`config.mk`:
```
export PLATFORM = sky130hd
export DESIGN_NAME = mlc_front
export DESIGN_NICKNAME = d
export VERILOG_FILES = /design/src/rtl/mlc_pkg.sv /design/src/rtl/mlc_front.sv
export SDC_FILE = /design/constraint.sdc
export NUM_CORES = 1
export LEC_CHECK = 0
export BUFFER_PORTS_ARGS = -buffer_cell sky130_fd_sc_hd__buf_2
export CAP_MARGIN = 0
export CORE_ASPECT_RATIO = 0.6
export CORE_MARGIN = 2
export CORE_UTILIZATION = 40
export DETAILED_ROUTE_END_ITERATION = 8
export SYNTH_ARGS = -nofsm -noshare
export SYNTH_HDL_FRONTEND = slang
export SYNTH_SLANG_ARGS = --single-unit
```
`constraint.sdc`:
```
create_clock -name clk -period 8.9 [get_ports clk]
set_input_delay 0.89 -clock clk [delete_from_list [all_inputs] [get_ports clk]]
set_output_delay 0.89 -clock clk [all_outputs]
set_load 0.03 [all_outputs]
```
`src/rtl/mlc_pkg.sv`:
```
// mlc_pkg: shared constants and register index codes for the mu-law compressor.
// No dependencies; imported by every rtl/mlc_* module and by the top level.
package mlc_pkg;

  localparam int FRAC_BITS_DEF = 16;   // default fraction bits of level and result
  localparam int MANT_BITS     = 30;   // mantissa fraction bits, Q1.30
  localparam int MU_W          = 16;
  localparam int NORM_W        = 17;
  localparam int SCALE_BITS    = 16;   // norm_scale is Q1.16
  localparam int IPART_W       = 5;    // integer part of log2, 0..16
  localparam int CFG_IDX_W     = 2;

  localparam logic [MU_W-1:0]   MU_RST   = 16'd255;
  localparam logic [NORM_W-1:0] NORM_RST = 17'd8192;

  typedef enum logic [CFG_IDX_W-1:0] {
    CFG_MU         = 2'd0,
    CFG_NORM_SCALE = 2'd1
  } cfg_idx_t;

endpackage

```
`src/rtl/mlc_front.sv`:
```
// mlc_front: clamp, a = 1 + mu*d, then leading-one detect and normalize to Q1.30.
// Two register stages. Depends on mlc_pkg.
module mlc_front import mlc_pkg::*; #(
  parameter int FRAC_BITS = FRAC_BITS_DEF
) (
  input  logic                     clk,
  input  logic                     rst_n,
  input  logic                     valid_i,
  output logic                     ready_o,
  input  logic [FRAC_BITS:0]       level_i,
  input  logic [MU_W-1:0]          mu_i,
  output logic                     valid_o,
  input  logic                     ready_i,
  output logic [IPART_W-1:0]       ipart_o,
  output logic [MANT_BITS:0]       mant_o
);

  localparam int AW = FRAC_BITS + MU_W + 1;   // width of a = 1 + mu*d
  localparam int PW = $clog2(AW);
  localparam int EW = AW + MANT_BITS + 1;

  logic                 va_r, vb_r;
  logic                 adv_a, adv_b;
  logic [FRAC_BITS:0]   d_c;
  logic [AW-1:0]        a_nxt, a_r;
  logic [PW-1:0]        p;
  logic [PW-1:0]        sh;
  logic [EW-1:0]        ext;
  logic [IPART_W-1:0]   ipart_nxt, ipart_r;
  logic [MANT_BITS:0]   mant_nxt, mant_r;

  assign adv_b   = !vb_r || ready_i;
  assign adv_a   = !va_r || adv_b;
  assign ready_o = adv_a;

  // Saturate the level at 1.0
  assign d_c   = (level_i > {1'b1, {FRAC_BITS{1'b0}}}) ? {1'b1, {FRAC_BITS{1'b0}}} : level_i;
  assign a_nxt = ({{(FRAC_BITS+1){1'b0}}, mu_i} * {{MU_W{1'b0}}, d_c})
               + (AW'(1) << FRAC_BITS);

  // a >= 1.0, so a one is always found
  always_comb begin
    p = '0;
    for (int i = 0; i < AW; i++) begin
      if (a_r[i]) p = PW'(i);
    end
  end

  assign sh        = PW'(AW - 1) - p;
  assign ext       = {a_r, {(MANT_BITS+1){1'b0}}} << sh;
  assign mant_nxt  = ext[EW-1 -: MANT_BITS+1];
  assign ipart_nxt = IPART_W'(p - PW'(FRAC_BITS));

  always_ff @(posedge clk) begin
    if (!rst_n) begin
      va_r <= 1'b0;
      vb_r <= 1'b0;
    end else begin
      if (adv_a) va_r <= valid_i;
      if (adv_b) vb_r <= va_r;
    end
  end

  always_ff @(posedge clk) begin
    if (adv_a && valid_i) a_r <= a_nxt;
    if (adv_b && va_r) begin
      ipart_r <= ipart_nxt;
      mant_r  <= mant_nxt;
    end
  end

  assign valid_o = vb_r;
  assign ipart_o = ipart_r;
  assign mant_o  = mant_r;

endmodule

```
==> out/metrics.cfg <==
[status]
status=finished clean

[floorplanning]
initial_core_util_pct=40.8
die_area_mm2=0.0360
die_y_um=148
rows=52
die_width_um=243
core_mm2=0.0338
pin_count=75

[timing]
fin_tns_setup_ns=0
worst_slew_pin_slew_ns=0.997
drv_slew=0
period_share_pct=95.6
hold_slack_ns=0.530
slew_headroom_pct=33.4
skew_ns=0.00823
max_freq_mhz=117
rsz0062_at_grt=no
timing.final.ws_setup_ns=0.389
finalSetupViolations=0
min_period_ns=8.51
hold_viol=0

[setup_path]
start_kind=input pin
path_cells=buf_2 > nor4_1 > a41oi_1 > nor2b_1 > nand2_1 > fa_1 > inv_1 > fa_1 > inv_1 > fa_1 > fa_1 > fa_1 > fa_1 > inv_1 > ha_1 > a21oi_1 > a21boi_0 > o221ai_1 > a2111oi_1 > nor3_1 > a211o_1 > or2_2 > xor2_1
crit_path_end_kind=flip-flop
crit_cells=23
reg2reg_depth=10
critPathBufInv=4
cp-endpoint=a_r[29]
max_stage_delay_ns=0.64
reg2reg_slack_ns=4.34
regToRegEndpoint=mant_o[28]
critPathMostFrequentCell=fa_1
worst_ep_required_time_ns=8.99
cp-startpoint=level_i[7]
r2r-start=a_r[32]
arrival_ns=8.60
critPathSlowestCell=nor2b_1
critPathTopFamily=adder cells
critPathKind=in2reg
crit_fanout=10

[pwr]
p_leak_nw=7.13
comb_power_share_pct=73.2
peakVddDrop_v=0.000188
seqPwrFrac_pct=17.4
powerDensity_mw_per_mm2=293
switching_share_pct=48.9
p_sw_mw=2.14
pwr-share-clk_pct=9.4
power.internal_mw=2.24

[placement]
io_buffers=74
hpwlAfterDp_um=29500
place_ws_ns=0.0163
gp_congestion=0.878

[global_route]
grt_overflow=0
antenna_found_initial=0
grt_pass1_wl_um=57800
grt_pass1_vias=10589
grt_util_met3_pct=4.23
use_met2_pct=28.6
met1_usage_pct=32.3
busiest_layer=met1
grt_max_degree=37
grt.total_usage_pct=20.3

[finish]
finalCoreUtilization_pct=44.3
final_net_count=1874
area_delta_synth_final_pct=8.76
num-fill-cells=3293
n_antenna_cell=0
drive_above_1_share_pct=11.4

[clocking]
clk_pin_slew_worst_paths_ns=0.05
cts.hold.buffers_added=0
clkLatencyLatePin_ns=0.34
cts_root_buf=clkbuf_16
cts_buffer_depth=2
cts_htree_levels=3
cts_buffers=9
cts_tree=done
cts_setup_buffers=0
clock_sinks=71
cts_resized=0

[synth]
syn_inst=1468
synth_cell_types=73
synth.top_cell.area_share_pct=30.2
async_flop_share_pct=0
yosysWarnings=0
ys_top_cells_by_area=fa_1 30%, edfxtp_1 15%, ha_1 11%
synth_top_area_cell=fa_1
yosys-top-cells-count=269 x inv_1, 208 x fa_1, 207 x nand2_1, 119 x ha_1, 102 x and2_1
synth_most_common_cell=inv_1
syn_area_mm2=0.0138
synthFlopType=edfxtp_1
synth_edf_count=69
yosysSeqAreaShare_pct=15.3
synth_seq_cells=71
syn_nets=1832
syn_avg_cell_area_um2=9.38

[route]
drc_errors=0
vias=10505
drt_pre_antenna_iters=5
wl_um=35600
ant_nets=0
drtIter0Drc=756
avgRoutedWirePerCell_um=18.0
vias_per_cell=5.32

[job]
drv_cap=0

[worst_hold_path]
hold_path.class=reg2reg

## layout by cell type, fill, tap and decap left out, types with 4 or more instances in the layout
cell | Yosys | final
o31ai_1 | 6 | 6
nand2_1 | 207 | 207
fa_1 | 208 | 208
o21bai_1 | 8 | 8
nor4_1 | 8 | 8
o21ai_0 | 32 | 32
xor2_1 | 9 | 8
xnor2_1 | 21 | 21
nor3_1 | 10 | 10
o22ai_1 | 13 | 13
mux2i_1 | 25 | 25
mux2_2 | 8 | 8
mux4_2 | 23 | 23
inv_1 | 269 | 269
and2_1 | 102 | 102
nand3_1 | 9 | 9
and3_1 | 5 | 5
o21a_1 | 13 | 13
buf_2 | 8 | 74
nand4_1 | 4 | 4
o211ai_2 | 4 | 4
a211o_1 | 6 | 6
edfxtp_1 | 69 | 69
a21oi_1 | 42 | 42
clkbuf_16 | 0 | 9
ha_1 | 119 | 119
buf_4 | 2 | 26
nor2b_1 | 27 | 24
or3_1 | 5 | 5
a211oi_1 | 8 | 8
nor2_1 | 61 | 61
nand2b_1 | 6 | 6
a21o_1 | 14 | 14
## power by group through the flow
stage               clock, mW  combinational (mW)  sequential, mW
global placement            0                3.15           0.764
CTS                     0.417                3.21           0.760
floorplan                   0                2.39           0.759
finish                  0.411                3.21           0.762
detailed placement          0                3.18           0.766
global route            0.429                3.57           0.781
## worst min-delay path by stage
stage	start	endpoint	slack, ns	cells past startpoint
after CTS	va_r	valid_o	0.54	1
final	va_r	valid_o	0.53	1
after global routing	va_r	valid_o	0.57	1
after detailed placement	va_r	valid_o	0.52	1
after global placement	va_r	valid_o	0.51	1
after floorplan	va_r	valid_o	0.48	1
## metal layers
layer	share of wire [%]	vias up
met3	8.9	21
met1	49	5276
met4	0.60	0
met5	0	-
met2	41	379
li1	-	4829
## sequential cells by signal (all words and copies together), names as in the netlist
register and flops:
a_r 33, mant_o 31, ipart_o 5, va_r 1, valid_o 1
## per-stage QoR
| stage | power (mW) | instances | instance area, um2 |
|---|---|---|---|
| finish | 4.39 | 1974 | 15000 |
| global route | 4.78 | 1974 | 15000 |
| CTS | 4.39 | 1974 | 15000 |
| detailed placement | 3.95 | 1958 | 14600 |
| global placement | 3.92 | 1958 | 14600 |
| floorplan | 3.15 | 1468 | 13800 |
## cell type report
class | instances | area [um2] | area share, %
Timing Repair Buffer | 100 | 566 | 3.78
Sequential cell | 71 | 2110 | 14.1
Clock buffer | 10 | 229 | 1.53
Clock inverter | 6 | 109 | 0.727
Inverter | 271 | 1020 | 6.79
Multi-Input combinational cell | 1057 | 10400 | 69.2
Tap cell | 459 | 574 | 3.84
## logic make-up (layout without fill, tap and decap cells)
family | count (synthesis) | count (layout) | synth area share [%]
buffers and inverters | 340 | 387 | 9.52
flip-flops | 71 | 71 | 15.3
XOR/XNOR | 31 | 31 | 2.03
AO/OA/AOI/OAI | 192 | 192 | 10.1
multiplexers | 56 | 56 | 6.24
AND/OR/NAND/NOR | 451 | 451 | 15.7
adder cells (fa/ha/maj) | 327 | 327 | 41.1
Note: power is estimated with default switching activity, not from simulation.
