**src/rtl/mlc_pkg.sv**
```systemverilog
// mlc_pkg: shared constants and register index codes for the mu-law compressor.
// No dependencies; imported by every rtl/mlc_* module and by the top level.
package mlc_pkg;

  localparam int FRAC_BITS_DEF = 16;   // default fraction bits of level and result
  localparam int MANT_BITS     = 30;   // mantissa fraction bits, Q1.30
  localparam int MU_W          = 16;
  localparam int NORM_W        = 17;
  localparam int SCALE_BITS    = 16;   // norm_scale is Q1.16
  localparam int IPART_W       = 5;    // integer part of log2, 0..16
  localparam int CFG_IDX_W     = 2;

  localparam logic [MU_W-1:0]   MU_RST   = 16'd255;
  localparam logic [NORM_W-1:0] NORM_RST = 17'd8192;

  typedef enum logic [CFG_IDX_W-1:0] {
    CFG_MU         = 2'd0,
    CFG_NORM_SCALE = 2'd1
  } cfg_idx_t;

endpackage

```
**src/rtl/mlc_scale.sv**
```systemverilog
// mlc_scale: log2 times norm_scale, then saturation at 1.0 into the output register.
// Two register stages. Depends on mlc_pkg.
module mlc_scale import mlc_pkg::*; #(
  parameter int FRAC_BITS = FRAC_BITS_DEF
) (
  input  logic                   clk,
  input  logic                   rst_n,
  input  logic                   valid_i,
  output logic                   ready_o,
  input  logic [IPART_W-1:0]     ipart_i,
  input  logic [FRAC_BITS-1:0]   frac_i,
  input  logic [NORM_W-1:0]      norm_i,
  output logic                   valid_o,
  input  logic                   ready_i,
  output logic [FRAC_BITS:0]     result_o
);

  localparam int LW  = IPART_W + FRAC_BITS;
  localparam int PRW = LW + NORM_W;
  localparam int YW  = PRW - SCALE_BITS;

  logic                 vc_r, vd_r;
  logic                 adv_c, adv_d;
  logic [PRW-1:0]       prod_nxt, prod_r;
  logic [YW-1:0]        y;
  logic [FRAC_BITS:0]   res_nxt, res_r;

  assign adv_d   = !vd_r || ready_i;
  assign adv_c   = !vc_r || adv_d;
  assign ready_o = adv_c;

  assign prod_nxt = {{NORM_W{1'b0}}, ipart_i, frac_i} * {{LW{1'b0}}, norm_i};
  assign y        = prod_r[PRW-1:SCALE_BITS];
  assign res_nxt  = (y > (YW'(1) << FRAC_BITS)) ? {1'b1, {FRAC_BITS{1'b0}}} : y[FRAC_BITS:0];

  always_ff @(posedge clk) begin
    if (!rst_n) begin
      vc_r <= 1'b0;
      vd_r <= 1'b0;
    end else begin
      if (adv_c) vc_r <= valid_i;
      if (adv_d) vd_r <= vc_r;
    end
  end

  always_ff @(posedge clk) begin
    if (adv_c && valid_i) prod_r <= prod_nxt;
    if (adv_d && vc_r)    res_r  <= res_nxt;
  end

  assign valid_o  = vd_r;
  assign result_o = res_r;

endmodule

```
**config.mk**
```make
export PLATFORM = sky130hd
export DESIGN_NAME = mlc_scale
export DESIGN_NICKNAME = d
export VERILOG_FILES = /design/src/rtl/mlc_pkg.sv /design/src/rtl/mlc_scale.sv
export SDC_FILE = /design/constraint.sdc
export NUM_CORES = 1
export LEC_CHECK = 0
export ABC_AREA = 1
export ABC_CLOCK_PERIOD_IN_PS = 7640
export BUFFER_PORTS_ARGS = -buffer_cell sky130_fd_sc_hd__buf_2
export CORE_ASPECT_RATIO = 1.75
export CORE_MARGIN = 5
export CORE_UTILIZATION = 57
export DETAILED_ROUTE_END_ITERATION = 10
export PLACE_DENSITY = 0.8
export SYNTH_ARGS = -nofsm -noshare
export SYNTH_HDL_FRONTEND = slang
export SYNTH_SLANG_ARGS = --single-unit
export TNS_END_PERCENT = 5
```
**constraint.sdc**
```tcl
create_clock -name clk -period 7.64 [get_ports clk]
set_clock_uncertainty 0.15 [all_clocks]
set_input_delay 0.382 -clock clk [delete_from_list [all_inputs] [get_ports clk]]
set_output_delay 0.382 -clock clk [all_outputs]
set_load 0.03 [all_outputs]
```
==> flow_summary.rst <==
.. list-table::
   :header-rows: 1

   * - Metric
     - Value
   * - Drt initial violations
     - 696
   * - Overall overflow remaining after global route
     - 0
   * - Detail Placement HPWL
     - 28100 um
   * - Count of hold-fix buffers inserted at cts
     - 0
   * - Leading cell types in the layout, fill and taps excluded
     - sky130_fd_sc_hd__inv_1 (547), sky130_fd_sc_hd__nand2_1 (475), sky130_fd_sc_hd__fa_1 (282)
   * - Share of the synthesized area in the top cell type
     - 41.8%
   * - Placed Instance Area
     - 13900 um2
   * - Clock-pin slew on the worst setup and hold paths
     - 60 ps
   * - Routability cong.
     - 0.962
   * - Buffer count from post-CTS setup fixing
     - 0
   * - Number of max-cap violations
     - 0
   * - Aggregate global-route resource usage
     - 26.6%
   * - Vias in the first global route
     - 12.1k
   * - Core Footprint
     - 23300 um2
   * - Setup repair after global routing missed its margin
     - no
   * - Top achievable clock speed
     - 173 MHz
   * - Start-to-end type of the worst setup path
     - input port to register
   * - Synthesis-to-layout area growth
     - 4.37%
   * - Vias post-DR
     - 10.9k
   * - Number of endpoints with negative hold slack in the final report
     - 0
   * - Cell count after synthesis
     - 1742
   * - Most area-consuming cells after synthesis
     - sky130_fd_sc_hd__fa_1 (42%), sky130_fd_sc_hd__inv_1 (15%), sky130_fd_sc_hd__nand2_1 (13%), sky130_fd_sc_hd__ha_1 (10%), sky130_fd_sc_hd__edfxtp_1 (8.7%)
   * - Fillers
     - 2116
   * - Required time reported for the critical path endpoint
     - 7520 ps
   * - Cts repair resizes
     - 0
   * - Post-detailed-route via-to-cell ratio
     - 5.32
   * - Row count
     - 74
   * - Die footprint
     - 27000 um2
   * - Number of unique standard cell types used by synthesis
     - 34
   * - Diode insertion count for antenna repair
     - 0
   * - Share of layout cells above drive strength 1
     - 4.56%
   * - Drt drc
     - 0
   * - CTS tree
     - done
   * - Total standard cell area after synthesis
     - 13500 um2
   * - Number of nets in the layout
     - 2167
   * - Clock tree root driver cell
     - sky130_fd_sc_hd__clkbuf_16
   * - Number of max-slew violations in the final report
     - 0
   * - Arrival time worst endpoint
     - 5660 ps
   * - Wire length of the first global-routing pass
     - 57200 um
   * - Post-synth net total
     - 2176
   * - TritonCTS Sinks
     - 41
   * - Max-Slew Margin vs Limit
     - 46.8%
   * - Later-pin clock latency in the skew report
     - 280 ps
   * - Final design instance area without fill
     - 14100 um2
   * - Number of port buffers
     - 60
   * - Most frequent standard cell in the layout excluding fill and tap cells
     - sky130_fd_sc_hd__inv_1
   * - YS warnings
     - 0
   * - Number of routed nets with antenna violations
     - 0
   * - Endpoint kind of the worst setup timing path
     - register
   * - Startpoint class of the critical path
     - input port
   * - Clock buffers created by TritonCTS
     - 5
   * - Yosys top cell by area
     - sky130_fd_sc_hd__fa_1
   * - Die Height
     - 214 um
   * - Total iterations of the first detailed-routing run
     - 7
   * - Largest fanout of any net on the critical path
     - 21
   * - Outcome
     - finished, final reports clean
   * - Count of H-tree levels built during CTS
     - 2
   * - Initial core utilization
     - 57.9%
   * - Number of placed I/O pins
     - 61
   * - Initial antenna violation count
     - 0
   * - Total setup violations reported at the end of the flow
     - 0
   * - Mean cell area of the mapped netlist
     - 7.75 um2
   * - Min Clock Period, post-route
     - 5780 ps
   * - Average detailed-routed wire length per instance
     - 16.6 um
   * - Type of the most critical hold path
     - input port to register
   * - Sequential share of the synthesized area
     - 8.97%
   * - Number of flip-flops and latches in the synthesized netlist
     - 41
   * - Least-Margin Pin Slew
     - 797 ps
   * - Final total negative setup slack
     - 0 ps
   * - Worst-case clock buffer depth
     - 2
   * - Maximum number of pins on one net before global-route repair
     - 23
   * - Fraction of the cycle the final worst path needs
     - 75.6%
   * - DIE WIDTH
     - 126 um
   * - Total Wirelength
     - 33900 um
sequential cells by signal, indices dropped and copies added, names as in the netlist:
signal and cells:
result_o 17, vc_r 1, valid_o 1, prod_r 22
routing by layer:
metal | vias up | GRT usage [%] | routed length [um]
li1 | 4918 | - | -
met1 | 5342 | 27.5 | 11100
met2 | 443 | 51.6 | 18700
met3 | 148 | 2.17 | 1780
met4 | 0 | 15.7 | 2350
met5 | - | 0 | 0
through the flow:
stage	util, %	worst slack [ps]	hold WS [ps]	cells
floorplan	-	1940	297	1742
global placement	59.6	1660	303	2030
detailed placement	59.6	1620	313	2030
CTS	60.4	1890	188	2038
global route	60.4	1550	207	2038
finish	60.4	1860	195	2038
layout make-up:
type | count | area, um2 | share of cell area [%]
multi-input combinational | 1077 | 9950 | 70.6
inverter | 547 | 2050 | 14.6
tap | 304 | 380 | 2.70
timing repair buffer | 61 | 308 | 2.18
sequential | 41 | 1210 | 8.59
clock buffer | 5 | 125 | 0.888
clock inverter | 3 | 68.8 | 0.488
critical path: stages:
cell and delay (ps):
sky130_fd_sc_hd__buf_2 460, sky130_fd_sc_hd__nand2_1 160, sky130_fd_sc_hd__fa_1 540, sky130_fd_sc_hd__inv_1 50
sky130_fd_sc_hd__fa_1 480, sky130_fd_sc_hd__inv_1 50, sky130_fd_sc_hd__fa_1 500, sky130_fd_sc_hd__inv_1 50
sky130_fd_sc_hd__fa_1 460, sky130_fd_sc_hd__fa_1 520, sky130_fd_sc_hd__inv_1 50, sky130_fd_sc_hd__fa_1 480
sky130_fd_sc_hd__inv_1 40, sky130_fd_sc_hd__ha_1 350, sky130_fd_sc_hd__a21oi_1 250, sky130_fd_sc_hd__nor2_1 70
sky130_fd_sc_hd__nor2_1 190, sky130_fd_sc_hd__nor3_1 80, sky130_fd_sc_hd__nor3_1 270, sky130_fd_sc_hd__nand2_1 90
sky130_fd_sc_hd__nand2_1 60, sky130_fd_sc_hd__nand2_1 40
synthesized netlist by cell type:
library cell               count
sky130_fd_sc_hd__nand2_2       2
sky130_fd_sc_hd__buf_2         2
sky130_fd_sc_hd__nor3b_2       1
sky130_fd_sc_hd__nand2_1     475
sky130_fd_sc_hd__a21boi_0      4
sky130_fd_sc_hd__a211oi_1      1
sky130_fd_sc_hd__o21ai_2       2
sky130_fd_sc_hd__clkbuf_1     75
sky130_fd_sc_hd__nand3_2       1
sky130_fd_sc_hd__dfxtp_1       2
sky130_fd_sc_hd__nand3_1      25
sky130_fd_sc_hd__xnor2_1       4
sky130_fd_sc_hd__nand3b_1      2
sky130_fd_sc_hd__o21ai_1       4
sky130_fd_sc_hd__o311ai_0      1
sky130_fd_sc_hd__a21boi_1      3
sky130_fd_sc_hd__and3_1        2
sky130_fd_sc_hd__nor4_2        1
sky130_fd_sc_hd__xor2_1        6
sky130_fd_sc_hd__fa_1        282
sky130_fd_sc_hd__nand4_1       6
sky130_fd_sc_hd__nor4_1        2
sky130_fd_sc_hd__a31oi_1       5
sky130_fd_sc_hd__a21o_1        4
sky130_fd_sc_hd__o21ai_0      17
sky130_fd_sc_hd__nor2_2        3
sky130_fd_sc_hd__ha_1        110
sky130_fd_sc_hd__edfxtp_1     39
sky130_fd_sc_hd__a21oi_1      52
sky130_fd_sc_hd__nor3_1       13
sky130_fd_sc_hd__inv_1       547
sky130_fd_sc_hd__nor2_1       43
sky130_fd_sc_hd__o21a_1        2
sky130_fd_sc_hd__o21bai_1      4
cell families after synthesis:
| family | count (synthesis) | synth area share (%) |
|---|---|---|
| AOI/OAI and AO/OA | 99 | 4.13 |
| xor gates and xnor gates | 10 | 0.649 |
| adders and majority gates | 392 | 52.0 |
| buffers and inverters | 624 | 17.4 |
| DFF | 41 | 8.97 |
| and+or+nand+nor | 576 | 16.9 |
path summary, 6_finish.rpt:
| check | from | endpoint | slack (ps) | cells past startpoint |
|---|---|---|---|---|
| worst max-delay path | norm_i[6] | prod_r[31] | 1860 | 22 |
| worst min-delay path | rst_n | vc_r | 200 | 3 |
| worst max register to register | prod_r[34] | result_o[9] | 5770 | 4 |
| worst min register to register | vc_r | valid_o | 320 | 2 |
Power is left out: the tool's default activity adds up to more than one toggle a clock period on the data nets, which glitch-free logic cannot reach.
